===== config.mk =====
export PLATFORM = sky130hd
export DESIGN_NAME = extremum_removal_queue
export DESIGN_NICKNAME = d
export VERILOG_FILES = /design/src/hdl/erq_pkg.sv /design/src/hdl/erq_cell.sv /design/src/hdl/erq_ctrl.sv /design/src/hdl/extremum_removal_queue.sv
export SDC_FILE = /design/constraint.sdc
export NUM_CORES = 2
export LEC_CHECK = 0
export BUFFER_PORTS_ARGS = -buffer_cell sky130_fd_sc_hd__buf_2
export CAP_MARGIN = 20
export CORE_ASPECT_RATIO = 0.8
export CORE_MARGIN = 2
export CORE_UTILIZATION = 35
export CTS_BUF_LIST = sky130_fd_sc_hd__clkbuf_4
export DETAILED_ROUTE_END_ITERATION = 7
export PLACE_DENSITY_LB_ADDON = 0.3
export SKIP_LAST_GASP = 1
export SYNTH_ARGS = -nofsm -noshare
export SYNTH_HDL_FRONTEND = slang
export SYNTH_SLANG_ARGS = --single-unit

===== constraint.sdc =====
create_clock -name clk_i -period 19.7 [get_ports clk_i]
set_clock_uncertainty 0.1 [all_clocks]
set_input_delay 3.94 -clock clk_i [delete_from_list [all_inputs] [get_ports clk_i]]
set_output_delay 3.94 -clock clk_i [all_outputs]
set_load 0.02 [all_outputs]

===== src/hdl/erq_pkg.sv =====
// Shared types, widths and codes for the extremum removal queue.
`timescale 1ns / 1ps

package erq_pkg;

  // Store geometry.
  localparam int CAPACITY = 64;
  localparam int IDX_W    = $clog2(CAPACITY);
  localparam int CNT_W    = $clog2(CAPACITY + 1);

  // Field widths fixed by the interface.
  localparam int VAL_W    = 31;
  localparam int IN_W     = 32;
  localparam int STAT_W   = 3;
  localparam int OCC_W    = 7;

  // Command codes.
  localparam logic CMD_INSERT = 1'b0;
  localparam logic CMD_REMOVE = 1'b1;

  // Result status codes.
  typedef enum logic [STAT_W-1:0] {
    ST_INSERTED = 3'd0,
    ST_NEGATIVE = 3'd1,
    ST_FULL     = 3'd2,
    ST_REMOVED  = 3'd3,
    ST_EMPTY    = 3'd4
  } status_e;

  // Controller states.
  typedef enum logic [1:0] {
    FSM_IDLE,
    FSM_SCAN,
    FSM_COMPACT,
    FSM_FINISH
  } state_e;

  // Operation broadcast to every cell of the chain.
  typedef enum logic [1:0] {
    OP_HOLD,
    OP_LOAD,
    OP_ROTATE,
    OP_DROP
  } cell_op_e;

  typedef struct packed {
    cell_op_e           op;
    logic [IDX_W-1:0]   pos;
    logic [VAL_W-1:0]   data;
  } cell_ctrl_t;

  // Input transaction payload.
  typedef struct packed {
    logic               cmd;
    logic signed [IN_W-1:0] value;
  } in_item_t;

  // Output transaction payload.
  typedef struct packed {
    logic [VAL_W-1:0]   removed_value;
    logic [STAT_W-1:0]  status;
    logic [OCC_W-1:0]   occupancy;
  } out_item_t;

endpackage


===== src/hdl/erq_cell.sv =====
// One storage cell of the entry chain.
`timescale 1ns / 1ps

module erq_cell (
  input  logic                              clk_i,
  input  logic [erq_pkg::IDX_W-1:0]         idx_i,
  input  erq_pkg::cell_ctrl_t               ctrl_i,
  input  logic [erq_pkg::VAL_W-1:0]         next_i,
  input  logic [erq_pkg::VAL_W-1:0]         head_i,
  output logic [erq_pkg::VAL_W-1:0]         data_o
);

  logic [erq_pkg::VAL_W-1:0] data_q, data_d;

  // Cells below the tail position shift toward the head. The tail cell takes
  // the head entry on a rotation and keeps its word on a drop.
  always_comb begin
    data_d = data_q;
    case (ctrl_i.op)
      erq_pkg::OP_LOAD: begin
        if (idx_i == ctrl_i.pos) begin
          data_d = ctrl_i.data;
        end
      end
      erq_pkg::OP_ROTATE: begin
        if (idx_i < ctrl_i.pos) begin
          data_d = next_i;
        end else if (idx_i == ctrl_i.pos) begin
          data_d = head_i;
        end
      end
      erq_pkg::OP_DROP: begin
        if (idx_i < ctrl_i.pos) begin
          data_d = next_i;
        end
      end
      default: begin
        data_d = data_q;
      end
    endcase
  end

  always_ff @(posedge clk_i) begin
    data_q <= data_d;
  end

  assign data_o = data_q;

endmodule


===== src/hdl/erq_ctrl.sv =====
// Command sequencer, extremum tracker and result register of the queue.
`timescale 1ns / 1ps

module erq_ctrl (
  input  logic                          clk_i,
  input  logic                          rst_ni,
  input  logic                          in_valid_i,
  output logic                          in_stall_o,
  input  erq_pkg::in_item_t             in_data_i,
  output logic                          out_valid_o,
  input  logic                          out_stall_i,
  output erq_pkg::out_item_t            out_data_o,
  input  logic                          cfg_valid_i,
  output logic                          cfg_ready_o,
  input  logic                          cfg_data_i,
  input  logic [erq_pkg::VAL_W-1:0]     head_i,
  output erq_pkg::cell_ctrl_t           cell_ctrl_o
);

  erq_pkg::state_e               state_q, state_d;
  logic [erq_pkg::CNT_W-1:0]     count_q, count_d;
  logic                          mode_q;
  logic [erq_pkg::VAL_W-1:0]     value_q, value_d;
  erq_pkg::status_e              status_q, status_d;
  logic [erq_pkg::IDX_W-1:0]     step_q, step_d;
  logic [erq_pkg::IDX_W-1:0]     pick_q, pick_d;
  logic [erq_pkg::IDX_W-1:0]     last_q, last_d;
  logic [erq_pkg::VAL_W-1:0]     best_q, best_d;
  logic                          out_valid_q, out_valid_d;
  erq_pkg::out_item_t            out_q, out_d;

  logic                          in_fire;
  logic                          slot_free;
  logic                          better;
  logic [erq_pkg::IDX_W-1:0]     tail_pos;

  assign in_fire     = in_valid_i && !in_stall_o;
  assign slot_free   = !out_valid_q || !out_stall_i;
  assign in_stall_o  = (state_q != erq_pkg::FSM_IDLE);
  assign cfg_ready_o = 1'b1;
  assign out_valid_o = out_valid_q;
  assign out_data_o  = out_q;
  assign tail_pos    = count_q[erq_pkg::IDX_W-1:0] - {{(erq_pkg::IDX_W-1){1'b0}}, 1'b1};

  // The mode register picks which way the running comparison goes.
  assign better = mode_q ? (head_i < best_q) : (head_i > best_q);

  // Next state.
  always_comb begin
    state_d = state_q;
    unique case (state_q)
      erq_pkg::FSM_IDLE: begin
        if (in_fire) begin
          if (in_data_i.cmd == erq_pkg::CMD_REMOVE && count_q != '0) begin
            state_d = erq_pkg::FSM_SCAN;
          end else begin
            state_d = erq_pkg::FSM_FINISH;
          end
        end
      end
      erq_pkg::FSM_SCAN: begin
        if (step_q == last_q) begin
          state_d = erq_pkg::FSM_COMPACT;
        end
      end
      erq_pkg::FSM_COMPACT: begin
        if (step_q == last_q) begin
          state_d = erq_pkg::FSM_FINISH;
        end
      end
      erq_pkg::FSM_FINISH: begin
        if (slot_free) begin
          state_d = erq_pkg::FSM_IDLE;
        end
      end
      default: begin
        state_d = erq_pkg::FSM_IDLE;
      end
    endcase
  end

  // Datapath and cell control for each state.
  always_comb begin
    count_d          = count_q;
    value_d          = value_q;
    status_d         = status_q;
    step_d           = step_q;
    pick_d           = pick_q;
    last_d           = last_q;
    best_d           = best_q;
    out_valid_d      = out_valid_q && out_stall_i;
    out_d            = out_q;
    cell_ctrl_o.op   = erq_pkg::OP_HOLD;
    cell_ctrl_o.pos  = tail_pos;
    cell_ctrl_o.data = value_q;
    unique case (state_q)
      erq_pkg::FSM_IDLE: begin
        // Decide the outcome of the transaction from the present fill level.
        if (in_fire) begin
          value_d = in_data_i.value[erq_pkg::VAL_W-1:0];
          step_d  = '0;
          last_d  = tail_pos;
          if (in_data_i.cmd == erq_pkg::CMD_INSERT) begin
            if (in_data_i.value[erq_pkg::IN_W-1]) begin
              status_d = erq_pkg::ST_NEGATIVE;
            end else if (count_q >= (erq_pkg::CNT_W)'(erq_pkg::CAPACITY)) begin
              status_d = erq_pkg::ST_FULL;
            end else begin
              status_d = erq_pkg::ST_INSERTED;
            end
          end else if (count_q == '0) begin
            status_d = erq_pkg::ST_EMPTY;
          end else begin
            status_d = erq_pkg::ST_REMOVED;
          end
        end
      end
      erq_pkg::FSM_SCAN: begin
        // One full turn of the occupied cells; entry number step sits at the head.
        cell_ctrl_o.op = erq_pkg::OP_ROTATE;
        if (step_q == '0 || better) begin
          best_d = head_i;
          pick_d = step_q;
        end
        step_d = (step_q == last_q) ? '0 : step_q + 1'b1;
      end
      erq_pkg::FSM_COMPACT: begin
        // A second turn that drops the chosen entry as it passes the head.
        if (step_q == pick_q) begin
          cell_ctrl_o.op = erq_pkg::OP_DROP;
          count_d        = count_q - 1'b1;
        end else begin
          cell_ctrl_o.op = erq_pkg::OP_ROTATE;
        end
        step_d = step_q + 1'b1;
      end
      erq_pkg::FSM_FINISH: begin
        // Commit an insert and register the result once the output is free.
        if (slot_free) begin
          if (status_q == erq_pkg::ST_INSERTED) begin
            cell_ctrl_o.op  = erq_pkg::OP_LOAD;
            cell_ctrl_o.pos = count_q[erq_pkg::IDX_W-1:0];
            count_d         = count_q + 1'b1;
          end
          out_valid_d         = 1'b1;
          out_d.removed_value = (status_q == erq_pkg::ST_REMOVED) ? best_q : '0;
          out_d.status        = status_q;
          out_d.occupancy     = (erq_pkg::OCC_W)'(count_d);
        end
      end
      default: begin
        cell_ctrl_o.op = erq_pkg::OP_HOLD;
      end
    endcase
  end

  // Control registers.
  always_ff @(posedge clk_i or negedge rst_ni) begin
    if (!rst_ni) begin
      state_q     <= erq_pkg::FSM_IDLE;
      count_q     <= '0;
      mode_q      <= 1'b0;
      out_valid_q <= 1'b0;
    end else begin
      state_q     <= state_d;
      count_q     <= count_d;
      out_valid_q <= out_valid_d;
      if (cfg_valid_i && cfg_ready_o) begin
        mode_q <= cfg_data_i;
      end
    end
  end

  // Payload registers.
  always_ff @(posedge clk_i) begin
    value_q  <= value_d;
    status_q <= status_d;
    step_q   <= step_d;
    pick_q   <= pick_d;
    last_q   <= last_d;
    best_q   <= best_d;
    out_q    <= out_d;
  end

  // The fill level never passes the capacity.
  a_count_bound: assert property (@(posedge clk_i) disable iff (!rst_ni)
    count_q <= (erq_pkg::CNT_W)'(erq_pkg::CAPACITY))
    else $error("queue fill level beyond capacity");

  // An accepted transaction always leaves the idle state.
  a_accept_busy: assert property (@(posedge clk_i) disable iff (!rst_ni)
    in_fire |=> state_q != erq_pkg::FSM_IDLE)
    else $error("accepted transaction was not started");

  // The step counter stays inside the occupied range while scanning.
  a_scan_step: assert property (@(posedge clk_i) disable iff (!rst_ni)
    state_q == erq_pkg::FSM_SCAN |-> step_q <= last_q)
    else $error("scan step past the last entry");

  // Dropping the chosen entry takes exactly one entry out.
  a_drop_count: assert property (@(posedge clk_i) disable iff (!rst_ni)
    (state_q == erq_pkg::FSM_COMPACT && step_q == pick_q)
      |=> count_q == $past(count_q) - 1'b1)
    else $error("compaction did not remove one entry");

  // A result is only registered on the way out of the finish state.
  a_result_src: assert property (@(posedge clk_i) disable iff (!rst_ni)
    $rose(out_valid_q) |-> $past(state_q) == erq_pkg::FSM_FINISH)
    else $error("result registered outside the finish state");

endmodule


===== src/hdl/extremum_removal_queue.sv =====
// Top level of the extremum removal queue: cell chain plus sequencer.
// Insert, ignored, full and empty results pass through the finish state to the
// output register; a remove over n held entries first passes through the scan
// and compaction states, the two full turns of the rotating cell chain. A new
// transaction is taken only once the last result is registered.
// Reset clears the fill level, mode and output valid; entry words are not
// cleared and no clearing pass runs, so the queue is ready right after reset.
`timescale 1ns / 1ps

module extremum_removal_queue (
  input  logic                  clk_i,
  input  logic                  rst_ni,
  input  logic                  in_valid_i,
  output logic                  in_stall_o,
  input  erq_pkg::in_item_t     in_data_i,
  output logic                  out_valid_o,
  input  logic                  out_stall_i,
  output erq_pkg::out_item_t    out_data_o,
  input  logic                  cfg_valid_i,
  output logic                  cfg_ready_o,
  input  logic                  cfg_data_i
);

  erq_pkg::cell_ctrl_t        cell_ctrl;
  logic [erq_pkg::VAL_W-1:0]  cell_data [erq_pkg::CAPACITY];

  // Sequencer, comparison and result register.
  erq_ctrl u_ctrl (
    .clk_i       (clk_i),
    .rst_ni      (rst_ni),
    .in_valid_i  (in_valid_i),
    .in_stall_o  (in_stall_o),
    .in_data_i   (in_data_i),
    .out_valid_o (out_valid_o),
    .out_stall_i (out_stall_i),
    .out_data_o  (out_data_o),
    .cfg_valid_i (cfg_valid_i),
    .cfg_ready_o (cfg_ready_o),
    .cfg_data_i  (cfg_data_i),
    .head_i      (cell_data[0]),
    .cell_ctrl_o (cell_ctrl)
  );

  // Chain of entry cells; each one shifts toward the head from its neighbor.
  for (genvar g = 0; g < erq_pkg::CAPACITY; g++) begin : g_cell
    logic [erq_pkg::VAL_W-1:0] next_data;
    if (g == erq_pkg::CAPACITY - 1) begin : g_end
      assign next_data = cell_data[g];
    end else begin : g_mid
      assign next_data = cell_data[g+1];
    end
    erq_cell u_cell (
      .clk_i  (clk_i),
      .idx_i  ((erq_pkg::IDX_W)'(g)),
      .ctrl_i (cell_ctrl),
      .next_i (next_data),
      .head_i (cell_data[0]),
      .data_o (cell_data[g])
    );
  end

endmodule

==> key figures <==
Floorplan
  • Initial Util: 35.2%
  • Ports: 83
  • Die H: approximately 470 µm
  • Core Region: 0.272 mm²
  • # rows: roughly 170
  • Die width: 589 µm
  • Die area: 0.278 mm²

STA
  • Max Fclk: 124 MHz
  • RSZ-0062 raised after global routing: false
  • Setup violators final: 0
  • Period utilisation layout: between 40% and 50%
  • Fin crit period: 8040 ps
  • Worst-Margin Slew: 1310 ps
  • Final Hold Viols: 0
  • Final worst setup slack: 11,660 ps
  • Slew Viols, Final: 0
  • Total negative setup slack: 0 ps
  • Slew HR: 12.2%

Placement
  • Port bufs: 81
  • Placer Congestion: 1.00
  • Dpl ws: ~10,000 ps
  • Final HPWL DP: 256 mm

Clock network
  • Post-CTS sizing: 0
  • CTS tree: yes
  • Reg clk slew, reported paths: 70 ps
  • Post-CTS Hold Fix Bufs: 0
  • Clk_lat worst skew: 1390 ps
  • Num CTS Buffers: 549
  • # Post-CTS Setup Buffers: 0
  • # clock sinks: 2,119
  • Root Driver: clkbuf_4
  • Clock Path Buffers: 4
  • CTS H-tree depth: 6

Cells and area
  • Nets@finish: 6,825
  • Most common cell after layout, fill and taps aside: edfxtp_1
  • Most frequent cells in the layout: 2,108 x edfxtp_1, 1,573 x a221o_1, 763 x clkbuf_4
  • Core Util, Final: 39.9%
  • Synth-to-Final Area Change: 13.1%
  • Layout cells sized above 1: 21.7%

Global routing
  • Vias in the first global route: 70.5k
  • First-pass GRT wire length: 595 mm
  • Largest net degree at the start of global routing: 168
  • GR Util All Layers: 30.7%
  • Initial antenna violation count: 29
  • Grt ovf: 0

Yosys
  • Syn Area/Cell: ~14 µm²
  • Cell variety after synth: 90
  • Yosys top cell by area: edfxtp_1
  • Register bit count reported by yosys: 2,119
  • Yosys synthesis warning count: 0
  • Synthesized area: 0.0958 mm²
  • Ys flop type: edfxtp_1
  • Fraction of registers with async set/reset: 0.519%
  • Post-synth EDFFs: ~2.1k
  • Top cells by area, synth: edfxtp_1 66%, a221o_1 16%, clkbuf_1 2.7%
  • Sequential fraction of the synthesis area: 66.3%
  • Syn nets: 6,743
  • Gate Count Post-Synth: 6,661
  • Synth top area share: about two thirds

Drt
  • Initial drt markers: 15.3k
  • DRT antenna net count: 0
  • Via count: around 76k
  • DRC Markers: 17
  • Routed Wire Length: 443 mm
  • Avg WL per Cell: just over 40 µm
  • Drt first pass iters: 8
  • Vias per std cell: 7.08

Worst setup path
  • CP arrival: 9100 ps
  • CP Class: in2reg
  • Critical Path RT: a little over 20,000 ps
  • Crit start category: primary input
  • Critical-path maximum fanout: 65
  • Critical Path End Type: flop

Flow run
  • Max cap viols: 0

Worst hold path
  • Min-delay worst type: reg2reg

Outcome
  • Status: finished, violations left
  • Failing checks: DRC
[sequential cells by signal, indices dropped and copies added (netlist names)]
signal                flops
g_cell.u_cell.data_o   1984
u_ctrl.out_valid_o        1
u_ctrl.value_q           31
u_ctrl.pick_q             6
u_ctrl.step_q             6
u_ctrl.best_q            31
u_ctrl.last_q             6
u_ctrl.count_q            7
u_ctrl.out_data_o        41
u_ctrl.mode_q             1
u_ctrl.status_q           3
u_ctrl.state_q            2
[cell families (layout without fill, tap and decap cells)]
kind of cell,count (synthesis),count (layout),synth area share (%)
XOR/XNOR,34,34,0.311
buffers and inverters,970,1390,4.08
multiplexers,172,172,1.80
flip-flops,2119,2119,66.3
other,1,36,0.00391
AND/OR/NAND/NOR,668,668,3.44
adder cells (fa/ha/maj),43,43,0.561
AO/OA/AOI/OAI,2654,2654,23.5
[per-layer routing]
layer | part of all wire (%) | global-route usage (%) | vias to the layer above | wire length [µm]
met5 | 0.13 | 0.742 | - | 560
met4 | 5.3 | 13.9 | 26 | 23400
met3 | 18 | 15.4 | 1160 | 81700
met2 | 39 | 40.5 | 7580 | 172000
met1 | 37 | 41.4 | 38713 | 166000
li1 | - | - | 28671 | -
[final cells by class]
class                   instances  area, µm²
well taps                    3633       4550
inverters                      58        225
multi-input cells            3572      29900
flip-flops and latches       2119      63600
repair buffers                443       3400
clock inverters               127        888
clock buffers                 762       5720
fillers                     25032     164000
diodes                         35       87.6
[synth_stat cells, drive strengths merged (11+ instances only)]
| library cell | number |
|---|---|
| ha | 43 |
| edfxtp | 2108 |
| nor2 | 152 |
| nand2 | 135 |
| a211o | 18 |
| o21ai | 246 |
| a21o | 102 |
| o211ai | 154 |
| buf | 233 |
| a221o | 1573 |
| a31oi | 20 |
| a211oi | 31 |
| nand3 | 163 |
| or2 | 25 |
| o22ai | 15 |
| nor3 | 61 |
| dfrtp | 11 |
| nand4 | 14 |
| mux2i | 169 |
| and2 | 72 |
| inv | 56 |
| clkbuf | 679 |
| a21oi | 391 |
| xnor2 | 25 |
| nor4 | 11 |
[worst paths after layout]
path	from	end	slack, ps	cells past startpoint
worst max-delay path	out_stall_i	g_cell[29].u_cell.data_o[5]	11660	14
max in group asynchronous	rst_ni	u_ctrl.state_q[1]	16880	1
min in group asynchronous	rst_ni	u_ctrl.mode_q	2400	1
worst min-delay path	g_cell[3].u_cell.data_o[16]	g_cell[2].u_cell.data_o[16]	390	1
worst min register to register	g_cell[3].u_cell.data_o[16]	g_cell[2].u_cell.data_o[16]	390	1
worst max register to register	u_ctrl.state_q[0]	g_cell[29].u_cell.data_o[5]	13470	14
[stage by stage]
step	area, µm²	std cells	hold slack [ps]
after floorplan	95800	6661	324
after global routing	108000	10727	386
after detailed placement	102000	9818	404
final	108000	10749	387
after CTS	108000	10707	381
after global placement	101000	9808	398
[critical path, stage by stage]
cell and delay (ps):
buf_2 120, a21bo_2 390, nor2_8 300, o21ai_0 140, clkbuf_4 240, inv_1 170, ha_4 210, buf_4 510
buf_4 600, buf_4 910, nor2_1 360, a21oi_4 670, buf_16 250, a221o_1 170
Power is left out: the tool's default activity adds up to more than one toggle a clock period on the data nets, which glitch-free logic cannot reach.
